==> src/hw/rtl/cspa_pkg.sv <==
// Shared constants and types for the checked signed product accumulator.
package cspa_pkg;

	localparam int unsigned DataW = 64;
	localparam int unsigned HalfW = DataW / 2;

	// Magnitude of the most negative value, also the largest legal magnitude
	localparam logic [DataW-1:0] MagLimit = {1'b1, {(DataW-1){1'b0}}};
	localparam logic [DataW-1:0] MagOne   = {{(DataW-1){1'b0}}, 1'b1};

	// Result status codes
	localparam logic StatusOk       = 1'b0;
	localparam logic StatusOverflow = 1'b1;

	// Outcome of folding one factor into the running magnitude
	typedef struct packed {
		logic             is_zero;
		logic             is_neg;
		logic             mul_ovf;
		logic [DataW-1:0] mag_next;
	} step_t;

	// One result item
	typedef struct packed {
		logic [DataW-1:0] product;
		logic             status;
	} result_t;

endpackage

==> src/hw/rtl/cspa_out_reg.sv <==
// Result register that holds one item until the consumer takes it.
module cspa_out_reg (
	input  logic                       clk,
	input  logic                       arst_n,
	input  logic                       load,
	input  cspa_pkg::result_t          result,
	output logic                       room,
	output logic                       out_valid,
	input  logic                       out_stall,
	output logic [cspa_pkg::DataW-1:0] product,
	output logic                       status
);

	logic              valid_q;
	cspa_pkg::result_t data_q;

	// Free when empty or when the held item leaves this cycle
	assign room = !valid_q || !out_stall;

	// Track occupancy
	always_ff @(posedge clk or negedge arst_n) begin
		if (!arst_n) begin
			valid_q <= 1'b0;
		end else if (room) begin
			valid_q <= load;
		end
	end

	// Capture payload
	always_ff @(posedge clk) begin
		if (room && load) begin
			data_q <= result;
		end
	end

	assign out_valid = valid_q;
	assign product   = data_q.product;
	assign status    = data_q.status;

endmodule

==> config.mk <==
export PLATFORM = sky130hd
export DESIGN_NAME = cspa_out_reg
export DESIGN_NICKNAME = d
export VERILOG_FILES = /design/src/hw/rtl/cspa_pkg.sv /design/src/hw/rtl/cspa_out_reg.sv
export SDC_FILE = /design/constraint.sdc
export NUM_CORES = 1
export LEC_CHECK = 0
export ABC_CLOCK_PERIOD_IN_PS = 2800
export BUFFER_PORTS_ARGS = -buffer_cell sky130_fd_sc_hd__buf_2
export CAP_MARGIN = 10
export CORE_UTILIZATION = 40
export DETAILED_ROUTE_END_ITERATION = 10
export HOLD_SLACK_MARGIN = 0.08
export PLACE_DENSITY = 0.78
export SLEW_MARGIN = 20
export SYNTH_ARGS = -nofsm -noshare
export SYNTH_HDL_FRONTEND = slang
export SYNTH_SLANG_ARGS = --single-unit
==> constraint.sdc <==
create_clock -name clk -period 2.8 [get_ports clk]
set_input_delay 0.28 -clock clk [delete_from_list [all_inputs] [get_ports clk]]
set_output_delay 0.28 -clock clk [all_outputs]
set_load 0.02 [all_outputs]
Word-level counts from Yosys, hierarchy flattened
Cells that the tools add are included.
{"block": "totals", "reg_bits": 66, "latch_bits": 0, "ram_bits": 0, "romBits": 0, "input_bits": 69, "out_inout_bits": 67, "mem_count": 0}
{"block": "op_classes", "addsub": 0, "n_mul": 0, "div_mod_pow": 0, "n_lt_le_gt_ge": 0, "n_eq_ne": 0, "shift": 0, "mux": 0, "bitwise_logic": 0, "n_reduce_logical": 4}
{"op": "1-bit zero test", "count": 2}
{"op": "1-bit logical AND", "count": 1}
{"op": "1-bit logical OR", "count": 1}

Depth between registers and ports, before layout
Gate-level depths: netlist of the first run.
{"block": "depth", "word_depth": 3, "mapped_depth": 1}

Least setup slack after synthesis of the first run
Ideal clock, no wire load.
{"block": "synth_timing", "kind": "register to register", "startpoint": "reg valid_q (netlist: out_valid)", "endpoint": "reg data_q (netlist bit product[0]) (enable)", "setup_time_ns": 0.445, "arrival_time_ns": 2.266, "setup_slack_ns": 0.089, "path_stages_with_launch": 2, "synth_period_minus_slack_ns": 2.711, "cell_sequence": "dfrtp_1 -> a21boi_2"}
{"block": "synth_via", "elab_chain_len": 3}
{"element": "from (decl)", "line": "cspa_out_reg.sv:14", "rtl": "logic valid_q;"}
{"element": "from (signal assigned)", "line": "cspa_out_reg.sv:25", "rtl": "valid_q <= load;"}
{"element": "1-bit zero test", "line": "cspa_out_reg.sv:18", "rtl": "assign room = !valid_q || !out_stall;"}
{"element": "1-bit logical OR", "line": "cspa_out_reg.sv:18"}
{"element": "1-bit logical AND", "line": "cspa_out_reg.sv:31", "rtl": "if (room && load) begin"}
{"element": "to (signal assigned)", "line": "cspa_out_reg.sv:32", "rtl": "data_q <= result;"}
{"element": "to (decl)", "line": "cspa_out_reg.sv:15", "rtl": "cspa_pkg::result_t data_q;"}
Every way passes these cells.
A chain may end at the register's enable or synchronous reset.

Final worst setup path of the first run
{"block": "layout_timing", "startpoint": "reg valid_q (netlist: out_valid)", "endpoint": "reg data_q (netlist bit product[11]) (enable)"}
Same word-level chain as after synthesis.

==> results.sh, run 1 <==
export IMPL_num_io_pins=136
export IMPL_clockBufferDepth=2
export IMPL_syn_avg_cell_area_um2=29.0
export IMPL_die_area_um2=5290
export IMPL_maxSlewViolCount=0
export IMPL_clk_root_buffer_cell="clkbuf_8"
export IMPL_crit_fanout=65
export IMPL_start_util=0.421
export IMPL_grt_max_degree=66
export IMPL_synthCells=69
export IMPL_min_period_ns=1.63
export IMPL_synth_top_area_share=0.976
export IMPL_worst_ep_required_time_ns=2.76
export IMPL_final_cell_area_um2=3000
export IMPL_start_kind="register"
export IMPL_cts_tree="built"
export IMPL_cellLeakagePower_nw=1.30
export IMPL_ir_drop_mv=0.398
export IMPL_grt_util_all_layers=0.154
export IMPL_cts_sinks=66
export IMPL_wl_per_cell_um=14.4
export IMPL_fin_crit_sh=0.582
export IMPL_power_density_nw_per_um2=737
export IMPL_port_buffers=135
export IMPL_ys_seq_area_frac=0.989
export IMPL_max_slew_margin_rel=0.473
export IMPL_rsz0062_at_grt="no"
export IMPL_cts_htree_levels=3
export IMPL_drt_iter0_drc=34
export IMPL_clk_pin_slew_worst_paths_ns=0.07
export IMPL_num_vias=1240
export IMPL_coreArea_um2=4750
export IMPL_fp_dieW_um=72.7
export IMPL_dr_pass1_iters=4
export IMPL_dieHeight_um=72.7
export IMPL_ys_ff_latch=66
export IMPL_final_setup_skew_ns=0.00377
export IMPL_drv_cap=0
export IMPL_viasPerCell=4.29
export IMPL_rows=25
export IMPL_grt_pass1_vias=1206
export IMPL_ant_nets=0
export IMPL_antenna_cells=0
export IMPL_outcome="finished, final reports clean"
export IMPL_max_freq_mhz=613
export IMPL_syn_cell_area_um2=2000
export IMPL_crit_path_start="out_valid$_DFFE_PN0P_"
export IMPL_tightest_slew_ns=0.791
export IMPL_syn_nets=138
export IMPL_final_core_util=0.631
export IMPL_crit_type="reg -> reg"
export IMPL_power_mw=2.21
export IMPL_yosysTopAreaCell="edfxtp_1"
export IMPL_syn_to_final_growth_pct=50.1
export IMPL_grt_pass1_wl_mm=5.47
export IMPL_setup_viol=0
export IMPL_fin_setup_tns_ns=0
export IMPL_cp_arrival_ns=1.59
export IMPL_remaining_drc_errors=0
export IMPL_final_common_cell="buf_2"
export IMPL_worstHoldStart="result[58]"
export IMPL_cts_resized=0
export IMPL_dpl_cell_area_um2=2770
export IMPL_hold_viol=0
export IMPL_overflow=0
export IMPL_ys_types=5
export IMPL_routed_wl_mm=4.15
export IMPL_clkLatencyLatePin_ns=0.33
export IMPL_place_gp_congestion=0.682
export IMPL_ys_top_cells_by_area="edfxtp_1 98%, dfrtp_1 1.3%, a21boi_2 0.56%"
export IMPL_nets=286
export IMPL_yosys_warnings=0
export IMPL_hold_path_class="in -> reg"
export IMPL_layout_common_cells="135 x buf_2, 65 x edfxtp_1, 9 x clkbuf_8"
export IMPL_grt_antenna_before_repair=1
export IMPL_cts_buffers=9
export IMPL_reg2reg_from="out_valid$_DFFE_PN0P_"
export IMPL_end_kind="register"
export IMPL_drive_gt1_frac=0.689
==> final cells by class <==
type | count | area (µm²)
sequential | 66 | 1980
timing repair buffer | 137 | 693
clock inverter | 7 | 92.6
clock buffer | 9 | 124
multi-input combinational | 3 | 30.0
tap | 67 | 83.8
fill | 364 | 1750
==> state kept, by name, summed over array words and instances (netlist names) <==
| register | flops |
|---|---|
| out_valid | 1 |
| product | 64 |
| status | 1 |
==> repair_timing <==
action | CTS | global route
setup buffers | 0 | 0
hold buffers | 1 | 0
hold endpoints to repair | 1 | 0
==> kinds of logic after synthesis <==
logic type	share of synthesized area
compound gates	0.00939
simple gates	0.00188
flops	0.989
==> synth_stat cells <==
cell type / n
a21boi_2: 1
a21o_1: 1
dfrtp_1: 1
edfxtp_1: 65
nand2_1: 1
==> path summary, 6_finish.rpt <==
check	to	slack, ns	cells past startpoint
hold reg to reg	out_valid$_DFFE_PN0P_	0.61	1
hold / removal	product[57]$_DFFE_PP_	0.12	1
setup / recovery	product[11]$_DFFE_PP_	1.17	2
setup reg to reg	product[11]$_DFFE_PP_	1.17	2
min in group asynchronous	out_valid$_DFFE_PN0P_	0.25	2
max in group asynchronous	out_valid$_DFFE_PN0P_	2.47	2
==> per-layer routing <==
layer  routed length, µm  up-vias  GRT usage
met5                  10        -          0
met4                  95        2      0.105
met3                 445       10     0.0870
met2                2140       82      0.248
met1                1460      568      0.150
li1                    -      578          -
==> worst max-delay path, stage by stage (launching register included) <==
cell      delay [ns]
dfrtp_1         0.43
a21boi_4        0.16
buf_4           0.64
==> per-stage QoR <==
step	setup slack, ns	instances	hold slack [ns]
CTS	1.17	289	0.0984
global route	1.09	289	0.0981
floorplan	0.0891	69	-0.0156
detailed placement	1.18	272	0.0590
finish	1.17	289	0.122
global placement	1.23	272	0.0553
==> report_power, final <==
group	internal, mW	total (mW)	switching, mW
combinational	0.0707	0.194	0.124
sequential	1.15	1.16	0.0127
clock	0.501	0.853	0.352
total	1.72	2.21	0.489
No activity file was read; power rests on OpenSTA's default activity.
==> inputs of run 2 (changes only) <==
ABC_AREA = 1   (was default)
ABC_CLOCK_PERIOD_IN_PS = 1700   (was 2800)
clock period = 1.7 ns   (was 2.8 ns; I/O delays follow)
==> results.sh, run 2 <==
export IMPL_synth_common_cells="65 x edfxtp_1, 2 x nand2_1, 1 x a21oi_1, 1 x dfrtp_1, 1 x inv_1"
export IMPL_ys_seq_area_frac=0.992
export IMPL_hold_viol=0
export IMPL_crit_type="in -> reg"
export IMPL_antenna_cells=0
export IMPL_rsz0062_at_grt="no"
export IMPL_cts_tree="built"
export IMPL_syn_cell_area_um2=1990
export IMPL_min_period_ns=1.35
export IMPL_layout_common_cells="135 x buf_2, 67 x dlygate4sd3_1, 65 x edfxtp_1"
export IMPL_outcome="finished, final reports clean"
export IMPL_holdPathStages=3
export IMPL_nets=353
export IMPL_syn_nets=139
export IMPL_max_slew_margin_rel=0.772
export IMPL_crit_fanout=65
export IMPL_hold_path_class="in -> reg"
export IMPL_start_kind="input pin"
export IMPL_wl_per_cell_um=17.3
export IMPL_fillCellCount=287
export IMPL_num_vias=1593
export IMPL_syn_to_final_growth_pct=86.3
export IMPL_cellLeakagePower_nw=1.59
export IMPL_placedCellCount=273
export IMPL_yosysTopAreaCell="edfxtp_1"
export IMPL_hold_ws_ns=0.115
export IMPL_ys_ff_latch=66
export IMPL_remaining_drc_errors=0
export IMPL_power_density_nw_per_um2=1100
export IMPL_worstHoldStart="out_stall"
export IMPL_end_kind="register"
export IMPL_largest_reg_flops=64
export IMPL_power_mw=4.10
export IMPL_worst_ep_required_time_ns=1.69
export IMPL_ff2ff_path_depth=2
export IMPL_clkLatencyLatePin_ns=0.33
export IMPL_final_common_cell="buf_2"
export IMPL_place_gp_congestion=0.684
export IMPL_clk_root_buffer_cell="clkbuf_8"
export IMPL_synthCells=70
export IMPL_grt_util_all_layers=0.248
export IMPL_yosys_warnings=0
export IMPL_grt_antenna_before_repair=0
export IMPL_seqCellArea_um2=1980
export IMPL_synthArstFlopShare=0.0152
export IMPL_fp_dieW_um=72.6
export IMPL_ir_drop_mv=0.867
export IMPL_start_util=0.419
export IMPL_rows=25
export IMPL_cts_buffers=9
export IMPL_grt_max_degree=66
export IMPL_port_buffers=135
export IMPL_synth_edf_count=65
export IMPL_cp_arrival_ns=1.34
export IMPL_grt_pass1_vias=1713
export IMPL_overflow=0
export IMPL_drt_iter0_drc=55
export IMPL_ys_top_cells_by_area="edfxtp_1 98%, dfrtp_1 1.3%, nand2_1 0.38%"
export IMPL_fin_crit_sh=0.793
export IMPL_die_area_um2=5270
export IMPL_reg2reg_to="product[44]$_DFFE_PP_"
export IMPL_ys_types=5
export IMPL_dieHeight_um=72.6
export IMPL_hold_end="out_valid$_DFFE_PN0P_"
export IMPL_setup_viol=0
export IMPL_synth_top_area_share=0.979
export IMPL_drv_cap=0
export IMPL_cts_resized=0
export IMPL_layout_cells_non_filler=356
export IMPL_coreArea_um2=4750
export IMPL_ant_nets=0
export IMPL_reg2reg_from="out_valid$_DFFE_PN0P_"
export IMPL_clockBufferDepth=2
export IMPL_viasPerCell=4.47
export IMPL_multi_input_area_um2=23.8
export IMPL_dr_pass1_iters=4
export IMPL_maxSlewViolCount=0
export IMPL_final_setup_skew_ns=0.0130
export IMPL_grt_pass1_wl_mm=8.74
export IMPL_num_io_pins=136
export IMPL_max_freq_mhz=742
export IMPL_tightest_slew_ns=0.342
export IMPL_cts_sinks=66
export IMPL_clk_pin_slew_worst_paths_ns=0.08
export IMPL_routed_wl_mm=6.16
export IMPL_cts_htree_levels=3
export IMPL_syn_avg_cell_area_um2=28.5
export IMPL_regToRegSetupSlack_ns=0.40
export IMPL_yosysMostFrequentCell="edfxtp_1"
export IMPL_drive_gt1_frac=0.526
export IMPL_synth_ff_type="edfxtp_1"
run 2: changes by cell type after synthesis, sizes merged:
cell | previous run | this run
nand2 | 1 | 2
a21boi | 1 | 0
inv | 0 | 1
a21o | 1 | 0
a21oi | 0 | 1
run 2: cell type report:
cell class / instances / area share
Clock buffer: 10 / 0.0344
Sequential cell: 66 / 0.533
Tap cell: 67 / 0.0226
Multi-Input combinational cell: 3 / 0.00640
Timing Repair Buffer: 203 / 0.368
Inverter: 1 / 0.00101
Clock inverter: 6 / 0.0347
run 2: cell families after synthesis:
logic type,count (synthesis),share of synthesized area
AO/OA/AOI/OAI,1,0.00251
AND/OR/NAND/NOR,2,0.00377
buffers and inverters,1,0.00188
flip-flops,66,0.992
run 2: worst max path at each step:
stage                                      from               endpoint  slack (ns)  cells after the start
after global placement    out_valid$_DFFE_PN0P_  product[57]$_DFFE_PP_        0.48                      2
final                                      load  product[44]$_DFFE_PP_        0.35                      5
after detailed placement  out_valid$_DFFE_PN0P_   product[0]$_DFFE_PP_        0.45                      2
after floorplan           out_valid$_DFFE_PN0P_   product[0]$_DFFE_PP_       -0.31                      1
after global routing                       load   product[8]$_DFFE_PP_        0.31                      5
after CTS                                  load  product[21]$_DFFE_PP_        0.39                      5
run 2: report_power, final:
part           switching [mW]  internal, mW
clock network           0.600          1.12
logic                   0.240         0.219
registers              0.0283          1.90
total                   0.868          3.23
run 2: critical path, stage by stage:
cell and delay (ns):
dlygate4sd3_1 0.51, buf_2 0.09, inv_1 0.06, a21oi_4 0.15, buf_12 0.32
run 2: through the flow:
step | instance area, µm² | TNS [ns] | utilization | setup slack, ns
finish | 3710 | 0 | 0.781 | 0.352
global route | 3710 | 0 | 0.781 | 0.314
CTS | 3710 | 0 | 0.781 | 0.392
detailed placement | 2790 | 0 | 0.586 | 0.449
global placement | 2790 | 0 | 0.586 | 0.482
floorplan | 2010 | -20.33 | - | -0.313
run 2: layer usage:
| metal | wire length, µm | track usage | up-vias |
|---|---|---|---|
| met2 | 3260 | 0.435 | 115 |
| met3 | 574 | 0.0870 | 12 |
| li1 | - | - | 711 |
| met1 | 2190 | 0.264 | 755 |
| met5 | 0 | 0 | - |
| met4 | 133 | 0.129 | 0 |
run 2: repair_timing:
item | in CTS | in global routing
hold endpoints to repair | 67 | 0
hold buffers | 67 | 0
setup buffers | 0 | 0
==> inputs of run 3 (changes only) <==
ABC_CLOCK_PERIOD_IN_PS = 1340   (was 1700)
clock period = 1.34 ns   (was 1.7 ns; I/O delays follow)
==> results.sh, run 3 (same netlist as run 2, synthesis figures left out) <==
export IMPL_fin_crit_sh=0.962
export IMPL_power_density_nw_per_um2=1350
export IMPL_multi_input_area_um2=23.8
export IMPL_worst_ep_required_time_ns=1.55
export IMPL_hold_ws_ns=0.109
export IMPL_grt_max_degree=34
export IMPL_end_kind="register"
export IMPL_drt_iter0_drc=72
export IMPL_dr_pass1_iters=4
export IMPL_reg2reg_from="out_valid$_DFFE_PN0P_"
export IMPL_num_io_pins=136
export IMPL_final_core_util=0.782
export IMPL_cts_setup_buffers=0
export IMPL_grt_util_all_layers=0.253
export IMPL_clk_pin_slew_worst_paths_ns=0.07
export IMPL_cp_arrival_ns=1.50
export IMPL_dieHeight_um=72.6
export IMPL_drv_cap=0
export IMPL_ir_drop_mv=0.959
export IMPL_viasPerCell=4.49
export IMPL_wl_per_cell_um=17.8
export IMPL_grt_pass1_wl_mm=9.00
export IMPL_fp_dieW_um=72.6
export IMPL_grt_pass1_vias=1752
export IMPL_clk_root_buffer_cell="clkbuf_8"
export IMPL_cts_htree_levels=3
export IMPL_crit_path_start="load"
export IMPL_die_area_um2=5270
export IMPL_hold_path_class="in -> async"
export IMPL_min_period_ns=1.29
export IMPL_largest_reg_flops=64
export IMPL_ant_nets=0
export IMPL_layout_common_cells="135 x buf_2, 68 x dlygate4sd3_1, 65 x edfxtp_1"
export IMPL_seqCellArea_um2=1980
export IMPL_max_slew_margin_rel=0.853
export IMPL_rsz0062_at_grt="no"
export IMPL_coreArea_um2=4750
export IMPL_max_freq_mhz=776
export IMPL_crit_chain="dlygate4sd3_1, buf_2, inv_2, nand2_1, dlygate4sd3_1"
export IMPL_clkLatencyLatePin_ns=0.34
export IMPL_fin_setup_tns_ns=0
export IMPL_antenna_cells=0
export IMPL_final_common_cell="buf_2"
export IMPL_start_kind="input pin"
export IMPL_nets=355
export IMPL_hold_viol=0
export IMPL_cts_tree="built"
export IMPL_final_setup_skew_ns=0.00762
export IMPL_place_gp_congestion=0.687
export IMPL_regToRegSetupSlack_ns=0.09
export IMPL_crit_type="in -> reg"
export IMPL_path_common_cell="dlygate4sd3_1"
export IMPL_crit_fanout=2
export IMPL_remaining_drc_errors=0
export IMPL_cp_slowest_stage_delay_ns=0.55
export IMPL_cts_sinks=66
export IMPL_overflow=0
export IMPL_rows=25
export IMPL_syn_to_final_growth_pct=86.4
export IMPL_slowest_stage="dlygate4sd3_1"
export IMPL_port_buffers=135
export IMPL_grt_antenna_before_repair=0
export IMPL_setup_viol=0
export IMPL_num_vias=1604
export IMPL_cellLeakagePower_nw=1.59
export IMPL_maxSlewViolCount=0
export IMPL_routed_wl_mm=6.34
export IMPL_clockBufferDepth=2
export IMPL_tightest_slew_ns=0.220
export IMPL_start_util=0.419
export IMPL_fillCellCount=259
export IMPL_outcome="finished, final reports clean"
export IMPL_drive_gt1_frac=0.531
export IMPL_cts_buffers=9
==> run 3: changes by cell type in the layout (fill, tap and decap cells not counted), sizes merged <==
| cell | before | now |
|---|---|---|
| dlygate4sd3 | 67 | 68 |
| clkbuf | 10 | 9 |
| bufinv | 4 | 3 |
| clkinvlp | 0 | 1 |
| buf | 136 | 137 |
==> run 3: what timing repair did <==
action | 4_1_cts | 5_1_grt
hold endpoints to repair | 67 | 0
setup endpoints to repair | 0 | 1
resized for setup | 0 | 1
hold buffers | 68 | 0
==> run 3: power by group <==
part / internal (mW) / leakage (nW) / switching [mW]
Sequential: 2.40 / 0.629 / 0.0356
Clock: 1.22 / 0.113 / 0.750
Combinational: 0.288 / 0.844 / 0.310
==> run 3: path summary, 6_finish.rpt <==
check | endpoint | depth (start not counted)
setup reg to reg | out_valid$_DFFE_PN0P_ | 3
max in group asynchronous | out_valid$_DFFE_PN0P_ | 2
hold / removal | out_valid$_DFFE_PN0P_ | 2
hold reg to reg | product[45]$_DFFE_PP_ | 2
min in group clk | product[5]$_DFFE_PP_ | 3
setup / recovery | out_valid$_DFFE_PN0P_ | 5
==> run 3: area by class of cell <==
class                           count  share of cell area
Timing Repair Buffer              205               0.376
Sequential cell                    66               0.532
Clock buffer                        9              0.0333
Clock inverter                      6              0.0286
Tap cell                           67              0.0226
Inverter                            1             0.00101
Multi-Input combinational cell      3             0.00640
==> run 3: critical path, delay by kind of cell <==
family | cells | cell delay, ns
buffers and inverters | 4 | 1.31
AND/OR/NAND/NOR | 1 | 0.06
==> run 3: layer usage <==
metal / vias up / track usage / routed length [µm]
li1: 712 / - / -
met1: 774 / 0.243 / 2130
met2: 103 / 0.464 / 3510
met3: 15 / 0.101 / 527
met4: 0 / 0.129 / 172
met5: - / 0 / 0
==> run 3: stage by stage <==
stage | instances | area [µm²] | worst slack (ns) | power, mW
after global placement | 274 | 2810 | 0.194 | 2.88
after global routing | 357 | 3720 | 0.0000151 | 5.15
after floorplan | 70 | 2010 | -0.673 | 2.67
final | 357 | 3720 | 0.0515 | 5.00
after detailed placement | 274 | 2810 | 0.173 | 2.90
after CTS | 357 | 3720 | 0.0799 | 4.96
